[config.mk]
export PLATFORM = sky130hd
export DESIGN_NAME = color_range_run_extractor
export DESIGN_NICKNAME = d
export VERILOG_FILES = /design/src/crre_pkg.sv /design/src/crre_pixel_match.sv /design/src/crre_result_fifo.sv /design/src/color_range_run_extractor.sv
export SDC_FILE = /design/constraint.sdc
export NUM_CORES = 1
export LEC_CHECK = 0
export ABC_AREA = 1
export BUFFER_PORTS_ARGS = -buffer_cell sky130_fd_sc_hd__buf_2
export CELL_PAD_IN_SITES_DETAIL_PLACEMENT = 1
export CELL_PAD_IN_SITES_GLOBAL_PLACEMENT = 2
export CORE_UTILIZATION = 38
export CTS_BUF_LIST = sky130_fd_sc_hd__clkbuf_8
export CTS_CLUSTER_DIAMETER = 60
export DETAILED_ROUTE_END_ITERATION = 12
export PLACE_DENSITY_LB_ADDON = 0.1
export SYNTH_ARGS = -nofsm -noshare
export SYNTH_HDL_FRONTEND = slang
export SYNTH_SLANG_ARGS = --single-unit
export TNS_END_PERCENT = 10
[constraint.sdc]
create_clock -name i_clk -period 8.55 [get_ports i_clk]
set_input_delay 0.855 -clock i_clk [delete_from_list [all_inputs] [get_ports i_clk]]
set_output_delay 0.855 -clock i_clk [all_outputs]
set_load 0.005 [all_outputs]
[src/crre_pkg.sv]
// Shared types and constants of the color range run extractor.
package crre_pkg;

    localparam int MAX_WIDTH  = 4096;
    localparam int MAX_HEIGHT = 4096;

    localparam int COORD_W = 12;
    localparam int STOP_W  = 13;
    localparam int AREA_W  = 25;
    localparam int GAIN_W  = 12;
    localparam int CFG_IDX_W  = 3;
    localparam int CFG_DATA_W = 25;

    localparam logic [COORD_W-1:0] COL_LAST = COORD_W'(MAX_WIDTH - 1);
    localparam logic [COORD_W-1:0] ROW_LAST = COORD_W'(MAX_HEIGHT - 1);
    localparam logic [AREA_W-1:0]  AREA_SAT = {AREA_W{1'b1}};

    // configuration register indexes
    localparam logic [CFG_IDX_W-1:0] REG_CH0_BOUNDS = 3'd0;
    localparam logic [CFG_IDX_W-1:0] REG_CH1_BOUNDS = 3'd1;
    localparam logic [CFG_IDX_W-1:0] REG_CH2_BOUNDS = 3'd2;
    localparam logic [CFG_IDX_W-1:0] REG_HUE_WRAP   = 3'd3;
    localparam logic [CFG_IDX_W-1:0] REG_VALUE_GAIN = 3'd4;
    localparam logic [CFG_IDX_W-1:0] REG_MIN_AREA   = 3'd5;

    // result kinds
    localparam logic KIND_RUN     = 1'b0;
    localparam logic KIND_SUMMARY = 1'b1;

    typedef struct packed {
        logic [15:0]       ch0_bounds;
        logic [15:0]       ch1_bounds;
        logic [15:0]       ch2_bounds;
        logic              hue_wrap;
        logic [GAIN_W-1:0] value_gain;
    } t_match_cfg;

    typedef struct packed {
        logic               last_of_item;
        logic               item_kind;
        logic               region_kept;
        logic [AREA_W-1:0]  frame_area;
        logic [STOP_W-1:0]  run_stop;
        logic [COORD_W-1:0] run_first;
        logic [COORD_W-1:0] run_row;
    } t_result;

endpackage

[src/crre_pixel_match.sv]
// Channel 2 gain scaling and per-channel bounds test of one pixel.
module crre_pixel_match (
    input  crre_pkg::t_match_cfg i_cfg,
    input  logic [7:0]           i_ch0,
    input  logic [7:0]           i_ch1,
    input  logic [7:0]           i_ch2,
    output logic                 o_hit
);

    logic [19:0] product;
    logic [20:0] rounded;
    logic [12:0] shifted;
    logic [7:0]  scaled;
    logic [7:0]  lo0, hi0, lo1, hi1, lo2, hi2;
    logic        ok0, ok1, ok2;

    always_comb begin
        product = 20'(i_ch2) * 20'(i_cfg.value_gain);
        rounded = 21'(product) + 21'd128;
        shifted = rounded[20:8];
        scaled  = (shifted > 13'd255) ? 8'd255 : shifted[7:0];

        lo0 = i_cfg.ch0_bounds[7:0];
        hi0 = i_cfg.ch0_bounds[15:8];
        lo1 = i_cfg.ch1_bounds[7:0];
        hi1 = i_cfg.ch1_bounds[15:8];
        lo2 = i_cfg.ch2_bounds[7:0];
        hi2 = i_cfg.ch2_bounds[15:8];

        // wrapping hue range: accept above min or below max
        if (i_cfg.hue_wrap && (lo0 > hi0)) begin
            ok0 = (i_ch0 >= lo0) || (i_ch0 <= hi0);
        end else begin
            ok0 = (i_ch0 >= lo0) && (i_ch0 <= hi0);
        end
        ok1 = (i_ch1 >= lo1) && (i_ch1 <= hi1);
        ok2 = (scaled >= lo2) && (scaled <= hi2);
        o_hit = ok0 && ok1 && ok2;
    end

endmodule

[src/crre_result_fifo.sv]
// Four-entry result queue taking up to two results per cycle.
module crre_result_fifo (
    input  logic              i_clk,
    input  logic              i_rst_n,
    input  logic              i_push0,
    input  logic              i_push1,
    input  crre_pkg::t_result i_data0,
    input  crre_pkg::t_result i_data1,
    output logic              o_room,
    output logic              o_valid,
    input  logic              i_pop,
    output crre_pkg::t_result o_data
);

    crre_pkg::t_result r_mem [4];
    logic [1:0] r_wr_ptr, n_wr_ptr;
    logic [1:0] r_rd_ptr, n_rd_ptr;
    logic [2:0] r_count, n_count;
    logic       pop;

    assign o_valid = (r_count != 3'd0);
    assign o_room  = (r_count <= 3'd2);
    assign o_data  = r_mem[r_rd_ptr];
    assign pop     = i_pop && o_valid;

    always_comb begin
        n_wr_ptr = r_wr_ptr + 2'(i_push0) + 2'(i_push1);
        n_rd_ptr = r_rd_ptr + 2'(pop);
        n_count  = r_count + 3'(i_push0) + 3'(i_push1) - 3'(pop);
    end

    always_ff @(posedge i_clk) begin
        if (!i_rst_n) begin
            r_wr_ptr <= '0;
            r_rd_ptr <= '0;
            r_count  <= '0;
        end else begin
            r_wr_ptr <= n_wr_ptr;
            r_rd_ptr <= n_rd_ptr;
            r_count  <= n_count;
        end
    end

    always_ff @(posedge i_clk) begin
        if (i_push0) begin
            r_mem[r_wr_ptr] <= i_data0;
        end
        if (i_push1) begin
            r_mem[r_wr_ptr + 2'd1] <= i_data1;
        end
    end

endmodule

[src/color_range_run_extractor.sv]
// Color threshold run-length extractor: top level.
// A pixel waits in the input register until the result queue has room; its results are then written into the queue.
// Throughput: one pixel per cycle while the result queue has room; a pixel causing two results
// (run close plus frame summary) pushes both at once, absorbed by a four-entry result queue.
// Reset (synchronous, active low) restores register defaults and clears row, column,
// open run and area; no pixel or result is held across reset.
module color_range_run_extractor (
    input  logic        i_clk,
    input  logic        i_rst_n,
    // pixel stream
    input  logic        i_s_axis_tvalid,
    output logic        o_s_axis_tready,
    input  logic [23:0] i_s_axis_tdata,   // ch0[7:0], ch1[15:8], ch2[23:16]
    input  logic        i_s_axis_tlast,   // end_of_row
    input  logic        i_s_axis_tuser,   // end_of_frame
    // result stream
    output logic        o_m_axis_tvalid,
    input  logic        i_m_axis_tready,
    output logic [63:0] o_m_axis_tdata,   // run_row[11:0], run_first[23:12],
                                          // run_stop[36:24], frame_area[61:37],
                                          // region_kept[62], zero[63]
    output logic        o_m_axis_tlast,   // last_of_item
    output logic        o_m_axis_tuser,   // item_kind
    // register writes
    input  logic        i_cfg_valid,
    output logic        o_cfg_ready,
    input  logic [crre_pkg::CFG_IDX_W-1:0]  i_cfg_index,
    input  logic [crre_pkg::CFG_DATA_W-1:0] i_cfg_data
);

    localparam int CW = crre_pkg::COORD_W;
    localparam int SW = crre_pkg::STOP_W;
    localparam int AW = crre_pkg::AREA_W;

    // configuration
    crre_pkg::t_match_cfg r_cfg;
    logic [AW-1:0]        r_min_area;

    assign o_cfg_ready = 1'b1;

    always_ff @(posedge i_clk) begin
        if (!i_rst_n) begin
            r_cfg.ch0_bounds <= 16'hFF00;
            r_cfg.ch1_bounds <= 16'hFF00;
            r_cfg.ch2_bounds <= 16'hFF00;
            r_cfg.hue_wrap   <= 1'b0;
            r_cfg.value_gain <= crre_pkg::GAIN_W'(256);
            r_min_area       <= '0;
        end else if (i_cfg_valid) begin
            case (i_cfg_index)
                crre_pkg::REG_CH0_BOUNDS: r_cfg.ch0_bounds <= i_cfg_data[15:0];
                crre_pkg::REG_CH1_BOUNDS: r_cfg.ch1_bounds <= i_cfg_data[15:0];
                crre_pkg::REG_CH2_BOUNDS: r_cfg.ch2_bounds <= i_cfg_data[15:0];
                crre_pkg::REG_HUE_WRAP:   r_cfg.hue_wrap   <= i_cfg_data[0];
                crre_pkg::REG_VALUE_GAIN:
                    r_cfg.value_gain <= i_cfg_data[crre_pkg::GAIN_W-1:0];
                crre_pkg::REG_MIN_AREA:   r_min_area <= i_cfg_data[AW-1:0];
                default: ;
            endcase
        end
    end

    // input register
    logic        r_pv;
    logic [23:0] r_pix;
    logic        r_eor, r_eof;
    logic        go;
    logic        room;

    assign go              = r_pv && room;
    assign o_s_axis_tready = !r_pv || go;

    always_ff @(posedge i_clk) begin
        if (!i_rst_n) begin
            r_pv <= 1'b0;
        end else if (o_s_axis_tready) begin
            r_pv <= i_s_axis_tvalid;
        end
    end

    always_ff @(posedge i_clk) begin
        if (o_s_axis_tready && i_s_axis_tvalid) begin
            r_pix <= i_s_axis_tdata;
            r_eor <= i_s_axis_tlast;
            r_eof <= i_s_axis_tuser;
        end
    end

    logic hit;

    crre_pixel_match u_match (
        .i_cfg (r_cfg),
        .i_ch0 (r_pix[7:0]),
        .i_ch1 (r_pix[15:8]),
        .i_ch2 (r_pix[23:16]),
        .o_hit (hit)
    );

    // frame state
    logic [CW-1:0] r_col, n_col;
    logic [CW-1:0] r_row, n_row;
    logic          r_run_open, n_run_open;
    logic [CW-1:0] r_run_start, n_run_start;
    logic [AW-1:0] r_area, n_area;

    logic              row_end;
    logic              close_miss;
    logic              run_valid;
    logic [SW-1:0]     stop_raw;
    logic [SW-1:0]     first_ext;
    logic [CW-1:0]     first;
    logic [AW-1:0]     area_inc;
    crre_pkg::t_result run_rec, sum_rec;
    crre_pkg::t_result data0, data1;
    logic              push0, push1;

    always_comb begin
        row_end    = r_eor || r_eof;
        close_miss = !hit && r_run_open;
        run_valid  = close_miss || (hit && row_end);
        first      = r_run_open ? r_run_start : r_col;
        first_ext  = SW'(first);
        stop_raw   = close_miss ? SW'(r_col) : SW'(r_col) + SW'(1);
        area_inc   = (hit && (r_area < crre_pkg::AREA_SAT)) ? r_area + AW'(1) : r_area;

        run_rec              = '0;
        run_rec.item_kind    = crre_pkg::KIND_RUN;
        run_rec.run_row      = r_row;
        run_rec.run_first    = first;
        // stop is kept past first when the column has saturated
        run_rec.run_stop     = (stop_raw <= first_ext) ? first_ext + SW'(1) : stop_raw;
        run_rec.last_of_item = !r_eof;

        sum_rec              = '0;
        sum_rec.item_kind    = crre_pkg::KIND_SUMMARY;
        sum_rec.frame_area   = area_inc;
        sum_rec.region_kept  = (r_min_area == '0) || (area_inc >= r_min_area);
        sum_rec.last_of_item = 1'b1;

        data0 = run_valid ? run_rec : sum_rec;
        data1 = sum_rec;
        push0 = go && (run_valid || r_eof);
        push1 = go && run_valid && r_eof;

        n_area      = area_inc;
        n_run_start = (hit && !r_run_open) ? r_col : r_run_start;
        if (row_end) begin
            n_col      = '0;
            n_row      = (r_row < crre_pkg::ROW_LAST) ? r_row + CW'(1) : r_row;
            n_run_open = 1'b0;
        end else begin
            n_col      = (r_col < crre_pkg::COL_LAST) ? r_col + CW'(1) : r_col;
            n_row      = r_row;
            n_run_open = hit;
        end
        if (r_eof) begin
            n_row       = '0;
            n_col       = '0;
            n_area      = '0;
            n_run_open  = 1'b0;
            n_run_start = '0;
        end
    end

    always_ff @(posedge i_clk) begin
        if (!i_rst_n) begin
            r_col       <= '0;
            r_row       <= '0;
            r_run_open  <= 1'b0;
            r_run_start <= '0;
            r_area      <= '0;
        end else if (go) begin
            r_col       <= n_col;
            r_row       <= n_row;
            r_run_open  <= n_run_open;
            r_run_start <= n_run_start;
            r_area      <= n_area;
        end
    end

    crre_pkg::t_result out_rec;

    crre_result_fifo u_fifo (
        .i_clk   (i_clk),
        .i_rst_n (i_rst_n),
        .i_push0 (push0),
        .i_push1 (push1),
        .i_data0 (data0),
        .i_data1 (data1),
        .o_room  (room),
        .o_valid (o_m_axis_tvalid),
        .i_pop   (i_m_axis_tready),
        .o_data  (out_rec)
    );

    assign o_m_axis_tdata = {1'b0, out_rec.region_kept, out_rec.frame_area,
                             out_rec.run_stop, out_rec.run_first, out_rec.run_row};
    assign o_m_axis_tlast = out_rec.last_of_item;
    assign o_m_axis_tuser = out_rec.item_kind;

endmodule

-- Word level (Yosys, flattened, before mapping)
Memories as Yosys holds them, arrays and structs flattened. A register that Yosys moved wholly into a read port is not among the register bits.
Index checks and enable logic that the tools add are counted.
Widths: inputs -> output; s select.
- equality and inequality tests: 5
- muxes and demuxes: 23
- $mul: 1
- magnitude comparators: 14
- reductions and logical operators: 42
- add/sub/neg operators: 13
- operator list (cell ; number):
    $mux 12 ; 9
    $mux 65 ; 1
    $mux 25 ; 2
    $add 12x1->13 const B ; 2
    $mux 13 ; 2
    $add 25x1->25 const B ; 1
    $ge 25x25->1 ; 1
    $logic_not 25->1 ; 1
    $lt 25x25->1 const B ; 1
    $add 12x1->12 const B ; 2
    $ge 8x8->1 ; 3
    $le 8x8->1 ; 3
    $lt 12x12->1 const B ; 2
    $add 20x8->21 const B ; 1
    $mul 8x12->20 ; 1
    $logic_and 1x1->1 ; 16
    $reduce_and 2->1 ; 8
    $gt 13x8->1 const B ; 1
    $le 13x12->1 ; 1
    $gt 8x8->1 ; 1
    $mux 8 ; 1
    $mux 1 ; 7
    $add 2x1->2 ; 3
    $add 3x1->3 ; 2
    other kinds (13) ; 26
- output and inout bits: 69
- memories kept: 1
- bits in writable memories: 260
- bits of input ports: 59
- bits in registers: 182
- logic and storage cells: 117
- memory list (memory ; words ; width ; read ports ; clocked after Yosys merged registers in ; wr ports ; line ; source):
    u_fifo.r_mem ; 4 ; 65 ; 1 ; 1 ; 2 ; crre_result_fifo.sv:15 ; crre_pkg::t_result r_mem [4];

-- Logic depth before layout (Yosys ltp)
Gate-level depths: netlist of run 1.
- depth in word-level cells: 15
- mapped depth: 55
- depth with buffers taken out: 52

-- Modules after synthesis
From an unflattened synthesis of run 1, not the netlist that was laid out.
- cells, all modules: 4107
- area total of the unflattened synthesis: 29918.7 sq um
- modules (own cells, without submodules) (module ; instances ; cells each ; area an instance (sq um) ; sequential area each (sq um)):
    crre_result_fifo ; 1 ; 1955 ; 15339.7 ; 7947.6
    color_range_run_extractor ; 1 ; 1420 ; 9671.8 ; 3763.6
    crre_pixel_match ; 1 ; 732 ; 4907.2 ; 0.0

-- Worst setup path before layout of run 1
OpenSTA, ideal clock, no wires.
- kind: flip-flop to flip-flop
- start point: register r_pix[23]
- end point: memory u_fifo.r_mem[2][62] (netlist name), data pin
- setup slack: 997 ps
- setup time: 271 ps
- period minus slack after synthesis: 7553 ps
- cell stages (with the launch flop): 46
- path buffers: 2
- required time: 8279 ps
- data arrival time: 7282 ps
- cells stage by stage: edfxtp_1 > clkbuf_1 > nand2_1 > inv_1 > fa_1 > inv_1 > fa_1 > inv_1 > fa_1 > inv_1 > fa_1 > inv_1 > ha_1 > nand2_1 > o21ai_0 > a221oi_1 > nand2_1 > nand2_1 > [10 not listed] > nand3_4 > inv_2 > nand2_2 > inv_2 > buf_4 > nand2_1 > nand2_1 > inv_2 > ha_1 > nand2_1 > nor2_1 > a21o_1 > o21ai_0 > o211ai_1 > nor2_1 > nand3_1 > nor2_1 > o22ai_1
- RTL lines (item ; line ; source):
    start: declaration ; color_range_run_extractor.sv:65 ; logic [23:0] r_pix;
    start signal: assignment ; color_range_run_extractor.sv:83 ; r_pix <= i_s_axis_tdata;
    end: declaration ; crre_result_fifo.sv:15 ;

==> results of run 1 <==
-- flip-flops by register name, indices dropped and copies added (netlist names), 3 cells and up --
register	flops
r_min_area	25
r_run_start	12
r_area	25
r_row	12
r_col	12
u_fifo.r_mem	260
r_pix	24
r_cfg	61
u_fifo.r_count	3
-- kinds of logic (layout without fill, tap and decap cells) --
kind of cell | after synthesis | count (layout) | share of synthesized area, %
simple gates | 1535 | 1535 | 25.2
fa+ha+maj | 211 | 211 | 12.1
buf+inv | 583 | 746 | 9.15
xor+xnor | 53 | 53 | 1.80
compound gates | 591 | 591 | 12.3
other cells | 2 | 4 | 0.0292
flops | 442 | 442 | 39.4
-- routing by layer --
layer  share of wire, %  up-vias
li1                   -    11392
met1                 46    11807
met2                 47      516
met3                4.3      140
met4                2.4        0
met5                  0        -
-- worst register-to-register path, delay by kind of cell, from the launching register on --
family / cells / cell delay [ps]
AO/OA/AOI/OAI: 10 / 1490
adder cells (fa/ha/maj): 7 / 3070
buffers and inverters: 9 / 1040
flip-flops: 1 / 500
AND/OR/NAND/NOR: 16 / 1700
-- stage by stage --
step | total power [W] | area [µm²] | setup TNS, ps | instances
6_report | 0.00737 | 29100 | 0 | 4455
5_1_grt | 0.00783 | 29100 | -170 | 4454
4_1_cts | 0.00736 | 28800 | 0 | 4433
3_5_place_dp | 0.00516 | 27000 | 0 | 4277
3_3_place_gp | 0.00507 | 27000 | 0 | 4277
2_1_floorplan | 0.00414 | 25800 | 0 | 3417
-- final cells by class --
class	count	area [µm²]
well taps	873	1090
repair buffers	192	1170
inverters	398	1500
clock inverters	50	303
flip-flops and latches	442	10200
clock buffers	106	1460
diodes	2	5.00
multi-input cells	2392	13400
fillers	8391	38100
-- power by group through the flow --
stage | registers, W | clock network, W | logic, W
floorplan | 0.00240 | 0 | 0.00174
global placement | 0.00244 | 0 | 0.00264
detailed placement | 0.00244 | 0 | 0.00271
CTS | 0.00240 | 0.00224 | 0.00273
global route | 0.00241 | 0.00233 | 0.00309
finish | 0.00240 | 0.00218 | 0.00279
-- how the worst max path moves through the flow --
| stage | from | endpoint | slack [ps] | depth (start not counted) |
|---|---|---|---|---|
| after floorplan | r_pix[23] | u_fifo.r_mem[2][62] | 1000 | 45 |
| after global placement | r_pix[23] | u_fifo.r_mem[0][31] | 230 | 47 |
| after detailed placement | r_pix[23] | u_fifo.r_mem[0][32] | 120 | 47 |
| after CTS | r_pix[23] | u_fifo.r_mem[0][32] | 120 | 47 |
| after global routing | r_pix[23] | u_fifo.r_mem[0][62] | -40 | 45 |
| final | r_pix[22] | u_fifo.r_mem[0][62] | 480 | 42 |
-- cells in the final DEF, fill, tap and decap left out, types with 5 or more instances in the layout --
cell | Yosys | layout
nand2_1 | 801 | 798
nand4_1 | 35 | 35
or2_2 | 5 | 5
inv_2 | 24 | 28
ha_1 | 149 | 143
or2_1 | 5 | 5
buf_4 | 22 | 63
inv_1 | 372 | 385
buf_2 | 37 | 125
nand3b_1 | 9 | 9
o22ai_1 | 68 | 68
a21o_1 | 7 | 7
nand2_2 | 15 | 18
edfxtp_1 | 130 | 130
clkbuf_8 | 0 | 106
o21ai_1 | 22 | 23
clkinv_1 | 2 | 10
xnor2_1 | 9 | 9
o21ai_0 | 295 | 293
o211ai_1 | 22 | 22
dfxtp_2 | 0 | 5
dfxtp_1 | 312 | 306
nand3_1 | 306 | 304
nor2_1 | 307 | 306
a21oi_2 | 0 | 7
fa_1 | 62 | 62
nor3_1 | 24 | 24
nor4_1 | 10 | 10
o21a_1 | 7 | 7
clkinv_2 | 0 | 16
xor2_1 | 44 | 44
a21oi_1 | 155 | 148
nand3_2 | 8 | 10
-- timing repair --
action,CTS,global route
resized for setup,0,39
setup buffers,0,20
setup endpoints to repair,0,64
hold buffers,0,0
==> impl_results.md, run 1 <==
* Sw Pwr at between 0.003 and 0.004 W
* Final core utilization at 43.3%
* First DRT Iteration DRCs at approximately 1400
* Buffers added on ports at 125
* Final-report max-slew violation count at 0
* Initial antenna violation count at 2
* Static Leak at between 10 and 15 nW
* Global route overflow at 0
* Setup violators final at 0
* Met1 Use GR at a little over a third
* Top-area cell type share of the netlist area at 24.3%
* Total track usage at between 20% and 30%
* Net Sw Frac at between 40 and 50%
* I/O pin count at ~130
* Initial core utilization at a little under two fifths
* Die Footprint at 68800 µm²
* Final worst path period share at about 94%
* Synth Warn # at 0
* Peak supply drop at ~0.11 mV
* Cell variety after synth at between 40 and 50
* Clock buffer depth at 3
* Setup slack, reg-to-reg at between 400 and 500 ps
* Met3 Use GR at under 10%
* CP top delay family: adder cells
* Die Span Y at around 260 µm
* CP peak stage delay at 540 ps
* First-pass GRT wire length at about 140000 µm
* FF-to-FF End: u_fifo.r_mem[0][62]
* Clock Latency Late Sink at 700 ps
* Largest net degree at the start of global routing at 77
* CTS buffer count at between 80 and 90
* CP most frequent cell: nand2_1
* WP data required at around 9000 ps
* Comb power frac at a little under two fifths
* Reg clk slew, reported paths at ~60 ps
* F_max at around 120 MHz
* Final hold vios at 0
* First-pass DRT Iterations at 5
* Worst-path cell with the longest stage delay: fa_1
* ANT nets after route at 0
* Via count of the first global-routing pass at between 20000 and 30000
* Min cycle time layout at between 8000 and 9000 ps
* Ys flop type: dfxtp_1
* Die width at 262 µm
* Worst Skew at 33.8 ps
* Dominant cell type by area after synthesis: dfxtp_1
* Sequential fraction of the synthesis area at ~39%
* Root buf cell: clkbuf_8
* PwrDens at about 250 nW/µm²
* Share of layout cells above drive strength 1 at between 10% and 20%
* Number of synthesized flops with an enable pin at between 100 and 150
* DP HPWL at between 60000 and 70000 µm
* Fin nets at between 3000 and 4000
* Hold path depth at 1
* Share of power burned in registers at about a third
* Mapped Area at 25800 µm²
* Critical path type: reg -> reg
* Syn avg cell area at 7.54 µm²
* Reg2Reg Launch Point: r_pix[22]
* Post-synth ARST share at 0%
* Synth area leaders: dfxtp_1, edfxtp_1, nand2_1, ha_1, nand3_1
* Outcome: completed
* TritonCTS clock tree: yes
* Fin Hold WS at around 340 ps
* Worst-path fanout max at 16
* GRT met2 Usage at 44.1%
* Global routing's busiest layer: met2
* Most frequent cells after synthesis: nand2_1, inv_1, dfxtp_1
* Clock network fraction of total power at just under 30%
* Buf/Inv on CP at 9
* WL final at 90900 µm
* Worst hold endpoint: r_pix[12]
* Worst setup EP type: register
* Rows at between 90 and 100
* Area growth syn-to-layout at 12.8%
* FF-to-FF path depth at 42
* Flops & latches, synth at roughly 440
* CTS sink cnt at 442
* DR vias at ~24000
* Worst min-delay path startpoint: i_s_axis_tdata[12]
* Cells after Synth at 3417
* Internal Power at 0.00433 W
* Worst Setup Slack, final at approximately 480 ps
* Count leader, synth: nand2_1
* DRC at 0
* CORE AREA at about 67000 µm²
* CTS H-tree lvls at 3
* Dpl ws at approximately 120 ps
* Worst hold path type: in -> reg
* Synth Net Count at approximately 3700
* Slew HR at approximately a quarter
* Placer Congestion at 0.865
* CP Data Arrival Time at ~8500 ps
* Crit start category: register
* Drt wl/cell at between 20 and 25 µm
* Post-DR vias/cell at 5.35
* Worst-Margin Slew at roughly 1100 ps
* Total of max-cap violations at 0
No activity file was read; power rests on OpenSTA's default activity.
==> run 2, diff against run 1 <==
--- a/config.mk
+++ b/config.mk
@@ -16,5 +16,6 @@
 export PLACE_DENSITY_LB_ADDON = 0.1
 export SYNTH_ARGS = -nofsm -noshare
 export SYNTH_HDL_FRONTEND = slang
+export SYNTH_HIERARCHICAL = 1
 export SYNTH_SLANG_ARGS = --single-unit
 export TNS_END_PERCENT = 10
==> impl_results.md, run 2 <==
* Outcome: completed
* Root buf cell: clkbuf_8
* Fin Hold WS at 333 ps (-6.84 ps)
* Die width at 283 µm (+7.7%)
* WP data required at 9080 ps (+130 ps)
* Post-synth ARST share at 0% (unchanged)
* DR vias at 26850 (+13%)
* First DRT Iteration DRCs at 1487 (+4.1%)
* Rows at 102 (+7.4%)
* Hold-fix buffer count after cts at 0 (unchanged)
* Most frequent cells after synthesis: nand2_1, inv_1, nand3_1
* Hold path depth at 1 (unchanged)
* Max FFs per register at 260 (unchanged)
* Worst setup EP type: register
* CP Data Arrival Time at 8550 ps (+80 ps)
* Static Leak at 16.8 nW (+25%)
* Final hold vios at 0 (unchanged)
* Clock buffer depth at 3 (unchanged)
* Dominant cell type by area after synthesis: edfxtp_1
* Most frequent cells in the layout: nand2_1, inv_1, nand3_1, edfxtp_1, nor2_1
* Flops & latches, synth at 442 (unchanged)
* Worst Skew at 25.5 ps (-8.28 ps)
* TritonCTS clock tree: yes
* Buffers added on ports at 125 (unchanged)
* CP most frequent cell: nand2_1
* Cells after Synth at 4107 (+20%)
* Worst-Margin Slew at 1210 ps (+61.9 ps)
* First-pass DRT Iterations at 6 (+1)
* Final core utilization at 43.5% (+0.26 points)
* Post-DR vias/cell at 4.92 (-8.0%)
* Global route overflow at 0 (unchanged)
* Biggest registers after layout: u_fifo/r_mem (260), r_cfg (61)
* Placer Congestion at 0.876 (+1.2%)
* Total track usage at 25.7% (-0.45 points)
* Commonest non-fill, non-tap cell in the layout: nand2_1
* Die Span Y at 283 µm (+7.7%)
* Count leader, synth: nand2_1
* Worst-path cell with the longest stage delay: fa_1
* CP Launch Point: r_pix[23]
* FF-to-FF End: u_fifo/r_mem[0][28]
* Reg clk slew, reported paths at 60 ps (about the same)
* Dpl ws at 132 ps (+12.0 ps)
* DRC at 0 (unchanged)
* Cell variety after synth at 52 (+8.3%)
* Critical path type: reg -> reg
* Mapped Area at 29900 µm² (+16%)
* First-pass GRT wire length at 158000 µm (+11%)
* Sequential fraction of the synthesis area at 39.1% (-0.27 points)
* Setup slack, reg-to-reg at 530 ps (+50 ps)
* I/O pin count at 128 (unchanged)
* Worst-path fanout max at 8 (-8)
* Peak supply drop at 0.138 mV (+22%)
* RSZ-0062 raised after global routing: yes
* Drt wl/cell at 18.4 µm (-9.6%)
* WL final at 101000 µm (+11%)
* Die Footprint at 79900 µm² (+16%)
* DP HPWL at 68300 µm (+9.9%)
* CP peak stage delay at 540 ps (about the same)
* Min cycle time layout at 8020 ps (-47.3 ps)
* Largest net degree at the start of global routing at 131 (+70%)
* Setup violators final at 0 (unchanged)
* CTS buffer count at 84 (-1.2%)
* CTS H-tree lvls at 3 (unchanged)
* FF-to-FF path depth at 47 (+12%)
* Top-area cell type share of the netlist area at 28.7% (+4.5 points)
* Footprint of the multi-input gates at 15100 µm² (+13%)
* Share of layout cells above drive strength 1 at 9.73% (-1.9 points)
* Ys flop type: edfxtp_1
* Initial antenna violation count at 5 (+3)
* Crit start category: register
* ANT nets after route at 0 (unchanged)
* Synth area leaders: edfxtp_1, nand2_1, dfxtp_1, inv_1, ha_1
* Area growth syn-to-layout at 13.1%
* Worst hold path type: in -> reg
* Initial core utilization at 38.5% (+0.15 points)
* Reg2Reg Launch Point: r_pix[23]
* Syn avg cell area at 7.28 µm² (-3.3%)
* PwrDens at 244 nW/µm² (-3.9%)
* Critical Path End: u_fifo/r_mem[0][28]
* Slew HR at 19.4% (-4.0 points)
* FF/Latch Area at 11700 µm² (+15%)
* Total of max-cap violations at 0 (unchanged)
* F_max at 125 MHz (+0.59%)
* CTS sink cnt at 442 (unchanged)
* Top reg by flops: u_fifo/r_mem
* Fin nets at 4610 (+22%)
* Layout fillers at 9908 (+18%)
* Worst Setup Slack, final at 531 ps (+47.3 ps)
* Final worst path period share at 93.8% (-0.55 points)
* Number of synthesized flops with an enable pin at 286 (+120%)
* Clock Latency Late Sink at 700 ps (about the same)
* Final Power at 0.00825 W (+12%)
* Final-report max-slew violation count at 0 (unchanged)
* Via count of the first global-routing pass at 27435 (+9.6%)
* CORE AREA at 77700 µm² (+16%)
* Synth Warn # at 6 (+6)
[run 2: cell count changes after synthesis, moves of 16 or more]
cell,before,now
edfxtp_1,130,286
buf_6,5,21
nand4_1,35,152
nor2_1,307,237
dfxtp_1,312,156
clkbuf_1,109,78
nand2_1,801,1318
xor2_1,44,27
o21ai_0,295,158
inv_1,372,720
o211ai_1,22,3
o22ai_1,68,5
buf_2,37,76
[run 2: repair_timing]
item                                    4_1_cts  5_1_grt
resized for setup                             0       54
endpoints found under the setup margin        0       56
setup buffers                                 0       10
[run 2: layer usage]
layer	track usage [%]	vias to the layer above	share of wire, %
met2	44.5	434	49
met5	0	-	0.011
met4	6.79	2	2.4
li1	-	13300	-
met3	3.25	151	3.6
met1	33.6	12963	45
[run 2: worst max-delay path: cells and delay by family, from the launching register on]
family,cells,cell delay [ps]
simple gates,19,1850
flops,1,470
compound gates,10,1400
buf+inv,11,1210
fa+ha+maj,7,2930
[run 2: logic make-up (layout without fill, tap and decap cells)]
| group | count (synthesis) | in the layout | synth area share [%] |
|---|---|---|---|
| and+or+nand+nor | 2106 | 2108 | 30.0 |
| buffers and inverters | 946 | 1091 | 13.1 |
| DFF | 442 | 442 | 39.1 |
| AOI/OAI and AO/OA | 369 | 369 | 6.47 |
| adders and majority gates | 211 | 211 | 10.4 |
| xor gates and xnor gates | 31 | 31 | 0.907 |
| other | 2 | 160 | 0.0251 |
[run 2: cell type report]
class	count	share of cell area [%]
inverters	733	8.21
clock buffers	91	3.70
multi-input cells	2877	44.8
repair inverters	1	0.0222
repair buffers	201	3.88
diodes	2	0.0148
well taps	1040	3.85
clock inverters	65	0.928
flip-flops and latches	442	34.6
[run 2: how the worst min path moves through the flow]
stage                             from   endpoint  slack (ps)
floorplan                    r_cfg[12]  r_cfg[12]         420
global placement             r_cfg[39]  r_cfg[39]         440
detailed placement           r_cfg[39]  r_cfg[39]         450
CTS                 i_s_axis_tdata[10]  r_pix[10]         270
global route        i_s_axis_tdata[11]  r_pix[11]         270
finish              i_s_axis_tdata[11]  r_pix[11]         330
[run 2: power by group]
group | internal [W] | leakage (nW) | switching, W
Sequential | 0.00257 | 3.89 | 0.000130
Clock | 0.00102 | 0.942 | 0.000988
Combinational | 0.00104 | 12.0 | 0.00250
Total | 0.00463 | 16.8 | 0.00362
[run 2: metrics by stage]
stage               setup TNS, ps  area, µm²  instances
global placement                0      32000       5281
detailed placement              0      32000       5281
global route                 -315      33800       5452
finish                          0      33800       5452
CTS                             0      33500       5437
floorplan                  -29290      30500       4263
